--- src/hw/rtl/plls_pkg.sv ---
// ----------------------------------------------------------------------------
// plls_pkg : shared types and constants for the latency statistics block
// Sequencer states, default sizes and fixed field widths.
// ----------------------------------------------------------------------------
package plls_pkg;

  localparam int unsigned LinesDef    = 16;
  localparam int unsigned FracBitsDef = 8;
  localparam int unsigned LineW       = 4;
  localparam int unsigned LatW        = 16;
  localparam int unsigned CntW        = 32;

  localparam logic KindSample = 1'b0;
  localparam logic KindReport = 1'b1;

  typedef enum logic [3:0] {
    ST_IDLE,
    ST_SRD,
    ST_SLOAD,
    ST_SDIV,
    ST_SWR,
    ST_RRD,
    ST_RCHK,
    ST_SUMDIV,
    ST_SUMOUT
  } plls_state_e;

endpackage

--- src/hw/rtl/plls_req_if.sv ---
// ----------------------------------------------------------------------------
// plls_req_if : input channel of the latency statistics block
// Carries one sample or report request word.
// ----------------------------------------------------------------------------
interface plls_req_if;
  logic        valid;
  logic        ready;
  logic        kind;
  logic [3:0]  line_index;
  logic [15:0] latency;

  modport source (output valid, kind, line_index, latency, input ready);
  modport sink   (input valid, kind, line_index, latency, output ready);
endinterface

--- src/hw/rtl/plls_rsp_if.sv ---
// ----------------------------------------------------------------------------
// plls_rsp_if : result channel of the latency statistics block
// Carries one per-line or summary result word.
// ----------------------------------------------------------------------------
interface plls_rsp_if #(
  parameter int unsigned MEAN_W = 24
);
  logic              valid;
  logic              ready;
  logic              is_summary;
  logic [3:0]        line_number;
  logic [31:0]       event_count;
  logic [MEAN_W-1:0] mean_latency;
  logic [15:0]       peak_latency;
  logic              no_data;
  logic              last_result;

  modport source (output valid, is_summary, line_number, event_count, mean_latency,
                  peak_latency, no_data, last_result, input ready);
  modport sink   (input valid, is_summary, line_number, event_count, mean_latency,
                  peak_latency, no_data, last_result, output ready);
endinterface

--- src/hw/rtl/per_line_latency_statistics.sv ---
// ----------------------------------------------------------------------------
// per_line_latency_statistics : per-line interrupt latency statistics
// Saturating count, cumulative moving average and maximum per line.
// ----------------------------------------------------------------------------
// A sample word (kind 0) updates one line's count, truncated moving average
// (16.FRAC_BITS fixed point) and peak, and produces nothing; a line index not
// below LINES is dropped. A report word (kind 1) produces one word per line
// with a nonzero count, in rising line order, then a summary word flagged
// last. A sample reads the line's stores, loads the working registers,
// then works out the average step in the one-bit-per-cycle restoring
// divider (DW = 16 + FRAC_BITS + clog2(LINES+1) = 29 bits at the defaults)
// and writes the line back. A first sample of a line skips the divider.
// A report reads and checks each line in turn, stalling on the result
// side for each line word it emits, then works out the summary mean in
// the same divider (skipped when no line has a nonzero average). The
// block takes no new word while a sample or report is in progress. The three
// per-line stores are single-port memories with registered read; a bit per
// line marks it as written, so reset needs no clearing pass.
module per_line_latency_statistics #(
  parameter int unsigned LINES     = plls_pkg::LinesDef,
  parameter int unsigned FRAC_BITS = plls_pkg::FracBitsDef
) (
  input  logic                 clk_i,
  input  logic                 rst_ni,
  plls_req_if.sink             req_i,
  plls_rsp_if.source           rsp_o
);
  import plls_pkg::*;

  localparam int unsigned AW = (LINES > 1) ? $clog2(LINES) : 1;
  localparam int unsigned MW = LatW + FRAC_BITS;          // mean width
  localparam int unsigned NW = $clog2(LINES + 1);         // nonzero-mean count
  localparam int unsigned SW = MW + NW;                   // mean sum width
  localparam int unsigned DW = SW;                        // dividend width
  localparam int unsigned PW = $clog2(DW + 1);
  localparam logic [PW-1:0] StepLast = PW'(DW - 1);
  localparam logic [AW-1:0] IdxLast  = AW'(LINES - 1);
  localparam logic [CntW-1:0] CntMax = '1;

  // per-line stores
  logic [CntW-1:0] cnt_mem  [LINES];
  logic [MW-1:0]   mean_mem [LINES];
  logic [LatW-1:0] peak_mem [LINES];
  logic [LINES-1:0] vld_q, vld_d;

  plls_state_e state_q, state_d;

  logic [AW-1:0]   addr_q, addr_d;
  logic [CntW-1:0] rd_cnt_q;
  logic [MW-1:0]   rd_mean_q;
  logic [LatW-1:0] rd_peak_q;
  logic            rd_vld_q;
  logic [CntW-1:0] cur_cnt;
  logic [MW-1:0]   cur_mean;
  logic [LatW-1:0] cur_peak;

  // sample working registers
  logic [LatW-1:0] lat_q, lat_d;
  logic [CntW-1:0] nc_q, nc_d;
  logic [MW-1:0]   nm_q, nm_d;
  logic [LatW-1:0] np_q, np_d;
  logic            first_q, first_d;
  logic            up_q, up_d;
  logic [MW-1:0]   lfx;
  logic [MW-1:0]   wr_mean;
  logic            wr_en;

  // shared divider
  logic [DW-1:0]   quo_q, quo_d;
  logic [CntW-1:0] rem_q, rem_d;
  logic [CntW-1:0] dvs_q, dvs_d;
  logic [PW-1:0]   step_q, step_d;
  logic [CntW:0]   sh, sub;
  logic            ge;

  // report accumulators
  logic [CntW-1:0] tot_q, tot_d;
  logic [SW-1:0]   sum_q, sum_d;
  logic [NW-1:0]   nz_q, nz_d;
  logic [LatW-1:0] pk_q, pk_d;
  logic [CntW:0]   tot_add;

  // result register
  logic            ov_q, ov_d;
  logic            o_sum_q, o_sum_d;
  logic [3:0]      o_line_q, o_line_d;
  logic [CntW-1:0] o_cnt_q, o_cnt_d;
  logic [MW-1:0]   o_mean_q, o_mean_d;
  logic [LatW-1:0] o_peak_q, o_peak_d;
  logic            o_nd_q, o_nd_d;
  logic            out_free;
  logic            rchk_go;
  logic            in_acc;

  assign req_i.ready = (state_q == ST_IDLE);
  assign in_acc      = req_i.valid && req_i.ready;
  assign out_free    = !ov_q || rsp_o.ready;

  assign cur_cnt  = rd_vld_q ? rd_cnt_q  : '0;
  assign cur_mean = rd_vld_q ? rd_mean_q : '0;
  assign cur_peak = rd_vld_q ? rd_peak_q : '0;
  assign lfx      = MW'(lat_q) << FRAC_BITS;
  assign rchk_go  = (cur_cnt == '0) || out_free;

  assign sh  = {rem_q, quo_q[DW-1]};
  assign ge  = (sh >= {1'b0, dvs_q});
  assign sub = sh - {1'b0, dvs_q};

  assign tot_add = {1'b0, tot_q} + {1'b0, cur_cnt};

  always_comb begin
    if (first_q) begin
      wr_mean = nm_q;
    end else if (up_q) begin
      wr_mean = nm_q + MW'(quo_q);
    end else begin
      wr_mean = nm_q - MW'(quo_q) - MW'(rem_q != '0);
    end
  end
  assign wr_en = (state_q == ST_SWR);

  // next state
  always_comb begin
    state_d = state_q;
    case (state_q)
      ST_IDLE: begin
        if (in_acc) begin
          if (req_i.kind == KindReport) begin
            state_d = ST_RRD;
          end else if (32'(req_i.line_index) < LINES) begin
            state_d = ST_SRD;
          end
        end
      end
      ST_SRD:   state_d = ST_SLOAD;
      ST_SLOAD: state_d = (cur_cnt == '0) ? ST_SWR : ST_SDIV;
      ST_SDIV:  if (step_q == StepLast) state_d = ST_SWR;
      ST_SWR:   state_d = ST_IDLE;
      ST_RRD:   state_d = ST_RCHK;
      ST_RCHK: begin
        if (rchk_go) begin
          if (addr_q != IdxLast) begin
            state_d = ST_RRD;
          end else if (nz_d == '0) begin
            state_d = ST_SUMOUT;
          end else begin
            state_d = ST_SUMDIV;
          end
        end
      end
      ST_SUMDIV: if (step_q == StepLast) state_d = ST_SUMOUT;
      ST_SUMOUT: if (out_free) state_d = ST_IDLE;
      default:  state_d = ST_IDLE;
    endcase
  end

  // datapath
  always_comb begin
    addr_d = addr_q; lat_d = lat_q; nc_d = nc_q; nm_d = nm_q; np_d = np_q;
    first_d = first_q; up_d = up_q;
    quo_d = quo_q; rem_d = rem_q; dvs_d = dvs_q; step_d = step_q;
    tot_d = tot_q; sum_d = sum_q; nz_d = nz_q; pk_d = pk_q;
    vld_d = vld_q;
    ov_d = ov_q && !rsp_o.ready;
    o_sum_d = o_sum_q; o_line_d = o_line_q; o_cnt_d = o_cnt_q;
    o_mean_d = o_mean_q; o_peak_d = o_peak_q; o_nd_d = o_nd_q;
    case (state_q)
      ST_IDLE: begin
        if (in_acc) begin
          addr_d = (req_i.kind == KindReport) ? '0 : AW'(req_i.line_index);
          lat_d  = req_i.latency;
          tot_d  = '0; sum_d = '0; nz_d = '0; pk_d = '0;
        end
      end
      ST_SLOAD: begin
        np_d   = (lat_q > cur_peak) ? lat_q : cur_peak;
        step_d = '0;
        rem_d  = '0;
        if (cur_cnt == '0) begin
          first_d = 1'b1;
          nc_d    = CntW'(1);
          nm_d    = lfx;
        end else begin
          first_d = 1'b0;
          nc_d    = (cur_cnt == CntMax) ? cur_cnt : cur_cnt + CntW'(1);
          dvs_d   = (cur_cnt == CntMax) ? cur_cnt : cur_cnt + CntW'(1);
          nm_d    = cur_mean;
          up_d    = (lfx >= cur_mean);
          quo_d   = (lfx >= cur_mean) ? DW'(lfx - cur_mean) : DW'(cur_mean - lfx);
        end
      end
      ST_SDIV, ST_SUMDIV: begin
        rem_d  = ge ? sub[CntW-1:0] : sh[CntW-1:0];
        quo_d  = {quo_q[DW-2:0], ge};
        step_d = step_q + PW'(1);
      end
      ST_SWR: begin
        vld_d[addr_q] = 1'b1;
      end
      ST_RCHK: begin
        if (rchk_go) begin
          tot_d = tot_add[CntW] ? CntMax : tot_add[CntW-1:0];
          if (cur_mean != '0) begin
            sum_d = sum_q + SW'(cur_mean);
            nz_d  = nz_q + NW'(1);
          end
          pk_d = (cur_peak > pk_q) ? cur_peak : pk_q;
          if (cur_cnt != '0) begin
            ov_d     = 1'b1;
            o_sum_d  = 1'b0;
            o_line_d = 4'(addr_q);
            o_cnt_d  = cur_cnt;
            o_mean_d = cur_mean;
            o_peak_d = cur_peak;
            o_nd_d   = 1'b0;
          end
          addr_d = addr_q + AW'(1);
          // set up the summary division
          quo_d  = DW'(sum_d);
          dvs_d  = CntW'(nz_d);
          rem_d  = '0;
          step_d = '0;
        end
      end
      ST_SUMOUT: begin
        if (out_free) begin
          ov_d     = 1'b1;
          o_sum_d  = 1'b1;
          o_line_d = '0;
          o_cnt_d  = tot_q;
          o_mean_d = (nz_q == '0) ? '0 : MW'(quo_q);
          o_peak_d = pk_q;
          o_nd_d   = (nz_q == '0);
        end
      end
      default: ;
    endcase
  end

  // stores: one write port, one registered read port
  always_ff @(posedge clk_i) begin
    if (wr_en) begin
      cnt_mem[addr_q]  <= nc_q;
      mean_mem[addr_q] <= wr_mean;
      peak_mem[addr_q] <= np_q;
    end
    rd_cnt_q  <= cnt_mem[addr_q];
    rd_mean_q <= mean_mem[addr_q];
    rd_peak_q <= peak_mem[addr_q];
    rd_vld_q  <= vld_q[addr_q];
  end

  always_ff @(posedge clk_i or negedge rst_ni) begin
    if (!rst_ni) begin
      state_q <= ST_IDLE;
      vld_q   <= '0;
      ov_q    <= 1'b0;
    end else begin
      state_q <= state_d;
      vld_q   <= vld_d;
      ov_q    <= ov_d;
    end
  end

  always_ff @(posedge clk_i) begin
    addr_q <= addr_d; lat_q <= lat_d; nc_q <= nc_d; nm_q <= nm_d; np_q <= np_d;
    first_q <= first_d; up_q <= up_d;
    quo_q <= quo_d; rem_q <= rem_d; dvs_q <= dvs_d; step_q <= step_d;
    tot_q <= tot_d; sum_q <= sum_d; nz_q <= nz_d; pk_q <= pk_d;
    o_sum_q <= o_sum_d; o_line_q <= o_line_d; o_cnt_q <= o_cnt_d;
    o_mean_q <= o_mean_d; o_peak_q <= o_peak_d; o_nd_q <= o_nd_d;
  end

  assign rsp_o.valid        = ov_q;
  assign rsp_o.is_summary   = o_sum_q;
  assign rsp_o.line_number  = o_line_q;
  assign rsp_o.event_count  = o_cnt_q;
  assign rsp_o.mean_latency = o_mean_q;
  assign rsp_o.peak_latency = o_peak_q;
  assign rsp_o.no_data      = o_nd_q;
  assign rsp_o.last_result  = o_sum_q;

endmodule
--- src/flat_wrapper.sv ---
// flat-port wrapper written by rule: the top's interface ports become plain ports
module per_line_latency_statistics_flat import plls_pkg::*;
#(
  parameter int unsigned LINES     = plls_pkg::LinesDef,
  parameter int unsigned FRAC_BITS = plls_pkg::FracBitsDef
)
  (clk_i, rst_ni, req_i_valid, req_i_kind, req_i_line_index, req_i_latency, req_i_ready, rsp_o_valid, rsp_o_is_summary, rsp_o_line_number, rsp_o_event_count, rsp_o_mean_latency, rsp_o_peak_latency, rsp_o_no_data, rsp_o_last_result, rsp_o_ready);
  plls_req_if req_i_i ();
  plls_rsp_if rsp_o_i ();
  input  logic clk_i;
  input  logic rst_ni;
  input wire logic [$bits(req_i_i.valid)-1:0] req_i_valid;
  input wire logic [$bits(req_i_i.kind)-1:0] req_i_kind;
  input wire logic [$bits(req_i_i.line_index)-1:0] req_i_line_index;
  input wire logic [$bits(req_i_i.latency)-1:0] req_i_latency;
  output wire logic [$bits(req_i_i.ready)-1:0] req_i_ready;
  output wire logic [$bits(rsp_o_i.valid)-1:0] rsp_o_valid;
  output wire logic [$bits(rsp_o_i.is_summary)-1:0] rsp_o_is_summary;
  output wire logic [$bits(rsp_o_i.line_number)-1:0] rsp_o_line_number;
  output wire logic [$bits(rsp_o_i.event_count)-1:0] rsp_o_event_count;
  output wire logic [$bits(rsp_o_i.mean_latency)-1:0] rsp_o_mean_latency;
  output wire logic [$bits(rsp_o_i.peak_latency)-1:0] rsp_o_peak_latency;
  output wire logic [$bits(rsp_o_i.no_data)-1:0] rsp_o_no_data;
  output wire logic [$bits(rsp_o_i.last_result)-1:0] rsp_o_last_result;
  input wire logic [$bits(rsp_o_i.ready)-1:0] rsp_o_ready;
  assign req_i_i.valid = req_i_valid;
  assign req_i_i.kind = req_i_kind;
  assign req_i_i.line_index = req_i_line_index;
  assign req_i_i.latency = req_i_latency;
  assign req_i_ready = req_i_i.ready;
  assign rsp_o_valid = rsp_o_i.valid;
  assign rsp_o_is_summary = rsp_o_i.is_summary;
  assign rsp_o_line_number = rsp_o_i.line_number;
  assign rsp_o_event_count = rsp_o_i.event_count;
  assign rsp_o_mean_latency = rsp_o_i.mean_latency;
  assign rsp_o_peak_latency = rsp_o_i.peak_latency;
  assign rsp_o_no_data = rsp_o_i.no_data;
  assign rsp_o_last_result = rsp_o_i.last_result;
  assign rsp_o_i.ready = rsp_o_ready;
  per_line_latency_statistics #(.LINES(LINES), .FRAC_BITS(FRAC_BITS)) u_core (.clk_i(clk_i), .rst_ni(rst_ni), .req_i(req_i_i), .rsp_o(rsp_o_i));
endmodule
--- config.mk ---
export PLATFORM = sky130hd
export DESIGN_NAME = per_line_latency_statistics_flat
export DESIGN_NICKNAME = d
export VERILOG_FILES = /design/src/hw/rtl/plls_pkg.sv /design/src/hw/rtl/plls_req_if.sv /design/src/hw/rtl/plls_rsp_if.sv /design/src/hw/rtl/per_line_latency_statistics.sv /design/src/flat_wrapper.sv
export SDC_FILE = /design/constraint.sdc
export NUM_CORES = 2
export LEC_CHECK = 0
export BUFFER_PORTS_ARGS = -buffer_cell sky130_fd_sc_hd__buf_2
export CORE_MARGIN = 5
export CORE_UTILIZATION = 24
export CTS_CLUSTER_SIZE = 10
export DETAILED_ROUTE_END_ITERATION = 10
export GPL_TIMING_DRIVEN = 0
export MAX_ROUTING_LAYER = met4
export PLACE_DENSITY_LB_ADDON = 0.2
export SYNTH_ARGS = -nofsm -noshare
export SYNTH_HDL_FRONTEND = slang
export SYNTH_SLANG_ARGS = --single-unit
export TNS_END_PERCENT = 30
--- constraint.sdc ---
create_clock -name clk_i -period 11.8 [get_ports clk_i]
set_input_delay 0.59 -clock clk_i [delete_from_list [all_inputs] [get_ports clk_i]]
set_output_delay 0.59 -clock clk_i [all_outputs]
set_load 0.01 [all_outputs]
==> impl_metrics.env <==
export IMPL_synth_top_area_cell="edfxtp_1"
export IMPL_ys_seq_area_frac=0.664
export IMPL_r2r_start="u_core.rd_vld_q"
export IMPL_synth_ff_type="edfxtp_1"
export IMPL_antenna_found_initial=15
export IMPL_synth_top_family_by_area="multiplexers"
export IMPL_clock_root_buffer="clkbuf_16"
export IMPL_grt_pass1_vias=42444
export IMPL_crit_fanout=10
export IMPL_crit_required_ps=12310
export IMPL_critical_path_class="reg2reg"
export IMPL_post_cts_resized=0
export IMPL_grt_max_degree=37
export IMPL_grt_setup_unrepaired="false"
export IMPL_fin_nets=5185
export IMPL_fmax_mhz=140
export IMPL_r2r_slack_ps=4660
export IMPL_holdPathStages=3
export IMPL_ir_drop_mv=0.123
export IMPL_die_area_mm2=0.307
export IMPL_drive_gt1_frac=0.187
export IMPL_power_density_mw_per_mm2=284
export IMPL_synth_xor_area_share=0.0215
export IMPL_ys_top_cells_by_count="edfxtp_1, mux4_2, nand2_1, inv_1, nor2_1"
export IMPL_synth_area_per_cell_um2=15.8
export IMPL_row_count=199
export IMPL_yosysMostFrequentCell="edfxtp_1"
export IMPL_maxCapViolations=0
export IMPL_area_growth_pct=19.1
export IMPL_period_minus_slack_ps=7140
export IMPL_wl_per_cell_um=26.3
export IMPL_cpMaxStageDelayCell="clkbuf_1"
export IMPL_synth_fa_ha_area_frac=0.0425
export IMPL_insertion_delay_ps=850
export IMPL_fin_crit_sh=0.605
export IMPL_relSlewSlack=0.0559
export IMPL_tritoncts="done"
export IMPL_path_buf_inv=7
export IMPL_syn_area_mm2=0.0709
export IMPL_muxShareOfSynthArea=0.124
export IMPL_setup_violations_final=0
export IMPL_ys_ff_latch=1598
export IMPL_path_cells="buf_2 > buf_4 > clkbuf_1 > clkbuf_1 > buf_1 > nand2_1 > inv_1 > ha_1 > and3_1 > and3_2 > a211oi_1 > o211ai_2 > nand2_2 > buf_6 > mux2i_1 > nand2_1 > a21o_1 > nand2_1 > o211ai_1"
export IMPL_htreeDepth=4
export IMPL_drtIter0Drc=3315
export IMPL_crit_path_end_kind="register"
export IMPL_min_from="req_i_line_index[3]"
export IMPL_synth_async_reset_ratio=0.0131
export IMPL_firstDrtPassIters=5
export IMPL_avgViaCountPerCell=4.62
export IMPL_synth_cells=4481
export IMPL_crit_top_cell="nand2_1"
export IMPL_route_detailed_drc=0
export IMPL_grt_use_total=0.155
export IMPL_layout_setup_ws_ps=4660
export IMPL_clk_pin_slew_ps=60
export IMPL_synth_top_cell_area_share=0.635
export IMPL_drv_slew=0
export IMPL_r2r_end="u_core.quo_q[28]"
export IMPL_io_pin_count=106
export IMPL_synth_edf_count=1499
export IMPL_port_buffers=105
export IMPL_cp_start_kind="register"
export IMPL_cts_buffers=194
export IMPL_min_to="u_core.addr_q[3]"
export IMPL_cp_top_family="buffers and inverters"
export IMPL_vias=41612
export IMPL_core_mm2=0.294
export IMPL_synth_nets=4743
export IMPL_clockBufferDepth=4
export IMPL_min_path_type="in2reg"
export IMPL_overflow=0
export IMPL_synth_warnings=0
export IMPL_die_y_um=554
export IMPL_finalWirelength_um=237000
export IMPL_whs_ps=238
export IMPL_r2r_cells=19
export IMPL_synth_area_top_cells="edfxtp_1, mux4_2, ha_1, dfxtp_1, nand2_1"
export IMPL_p_leak_nw=28.7
export IMPL_gp_congestion=0.887
export IMPL_fp_dieW_um=554
export IMPL_status="completed"
export IMPL_ant_nets=0
export IMPL_start_util=0.241
export IMPL_clock_sinks=1598
export IMPL_synthSimpleGateAreaFrac=0.0612
export IMPL_pre_cts_ws_ps=4440
export IMPL_critPathArrivalTime_ps=7650
export IMPL_skew_ps=53.1
export IMPL_hpwl_um=171000
export IMPL_tightest_slew_ps=1410
export IMPL_grt_pass1_wl_um=332000
export IMPL_power_total_w=0.0240
export IMPL_tns_ps=0
export IMPL_synth_compound_area_share=0.0633
export IMPL_max_stage_delay_ps=800
export IMPL_ys_types=96
export IMPL_hold_viol=0
[layout make-up]
class	count	area, µm²
plain buffers	182	747
clock inverters	18	259
inverters	248	931
well taps	3919	4900
repair buffers	246	2650
flip-flops and latches	1598	47100
clock buffers	326	5540
multi-input cells	2453	22400
diodes	10	25.0
fillers	29369	210000
[cells by family (layout without fill, tap and decap cells)]
| logic type | Yosys count | in the layout |
|---|---|---|
| flip-flops | 1598 | 1598 |
| other | 0 | 10 |
| AND/OR/NAND/NOR | 917 | 917 |
| XOR/XNOR | 174 | 174 |
| adder cells (fa/ha/maj) | 237 | 237 |
| multiplexers | 420 | 420 |
| AO/OA/AOI/OAI | 705 | 705 |
| buffers and inverters | 430 | 1020 |
[through the flow]
| stage | utilization | instance area [µm²] | instances |
|---|---|---|---|
| 4_1_cts | 0.287 | 84400 | 8987 |
| 3_5_place_dp | 0.267 | 78500 | 8626 |
| 3_3_place_gp | 0.260 | 76400 | 8505 |
| 6_report | 0.287 | 84500 | 9000 |
| 2_1_floorplan | - | 70900 | 4481 |
| 5_1_grt | 0.287 | 84500 | 8997 |
[layout by cell type (no fill, tap or decap), types with 47 or more instances in the layout]
cell type	instances
xor2_1	52
clkbuf_1	241
a21oi_1	192
buf_6	61
clkbuf_16	199
inv_1	246
nand3_1	74
nand2_1	297
xnor2_1	122
edfxtp_1	1499
nor2_1	223
nor3_1	47
mux4_2	365
a21o_1	49
ha_1	230
o21ai_0	186
dfxtp_1	78
buf_2	118
[routing by layer]
metal  part of all wire  vias up  GRT usage
met2               0.50     1039      0.264
met1               0.43    21921      0.199
met3              0.042      280     0.0170
met4              0.021        0     0.0344
li1                   -    18372          -
met5                  0        -          -
[worst reg2reg max path, delay by kind of cell, from the launching register on]
| kind | cells | cell delay, ps |
|---|---|---|
| muxes | 1 | 380 |
| AOI/OAI and AO/OA | 4 | 980 |
| DFF | 1 | 430 |
| buffers and inverters | 7 | 3280 |
| adders and majority gates | 1 | 340 |
| and+or+nand+nor | 6 | 1400 |
[what timing repair did]
item,4_1_cts,5_1_grt
hold buffers,17,0
endpoints found under the hold margin,37,0
buffers inserted,0,0
[sequential cells by signal, indices dropped and copies added, names as in the netlist, 29 cells and up]
signal                    count
u_core.peak_mem             256
u_core.nc_q                  32
u_core.tot_q                 32
u_core.rem_q                 32
u_core.sum_q                 29
u_core.rsp_o.event_count     32
u_core.quo_q                 29
u_core.mean_mem             384
u_core.dvs_q                 32
u_core.rd_cnt_q              32
u_core.cnt_mem              512
[how the worst max path moves through the flow]
stage / startpoint / end / slack (ps) / depth (start not counted)
after floorplan: u_core.state_q[1] / u_core.quo_q[0] / 1790 / 4
after global placement: u_core.state_q[0] / u_core.quo_q[20] / -12750 / 3
after detailed placement: u_core.rd_vld_q / u_core.np_q[13] / 4440 / 18
after CTS: u_core.rd_vld_q / u_core.np_q[13] / 4400 / 18
after global routing: u_core.rd_vld_q / u_core.np_q[13] / 4330 / 18
final: u_core.rd_vld_q / u_core.quo_q[28] / 4660 / 19
[where the power goes]
part / internal [W] / switching, W
registers: 0.00795 / 0.000821
clock network: 0.00330 / 0.00232
logic: 0.00353 / 0.00604
(Power assumes the default switching activity.)
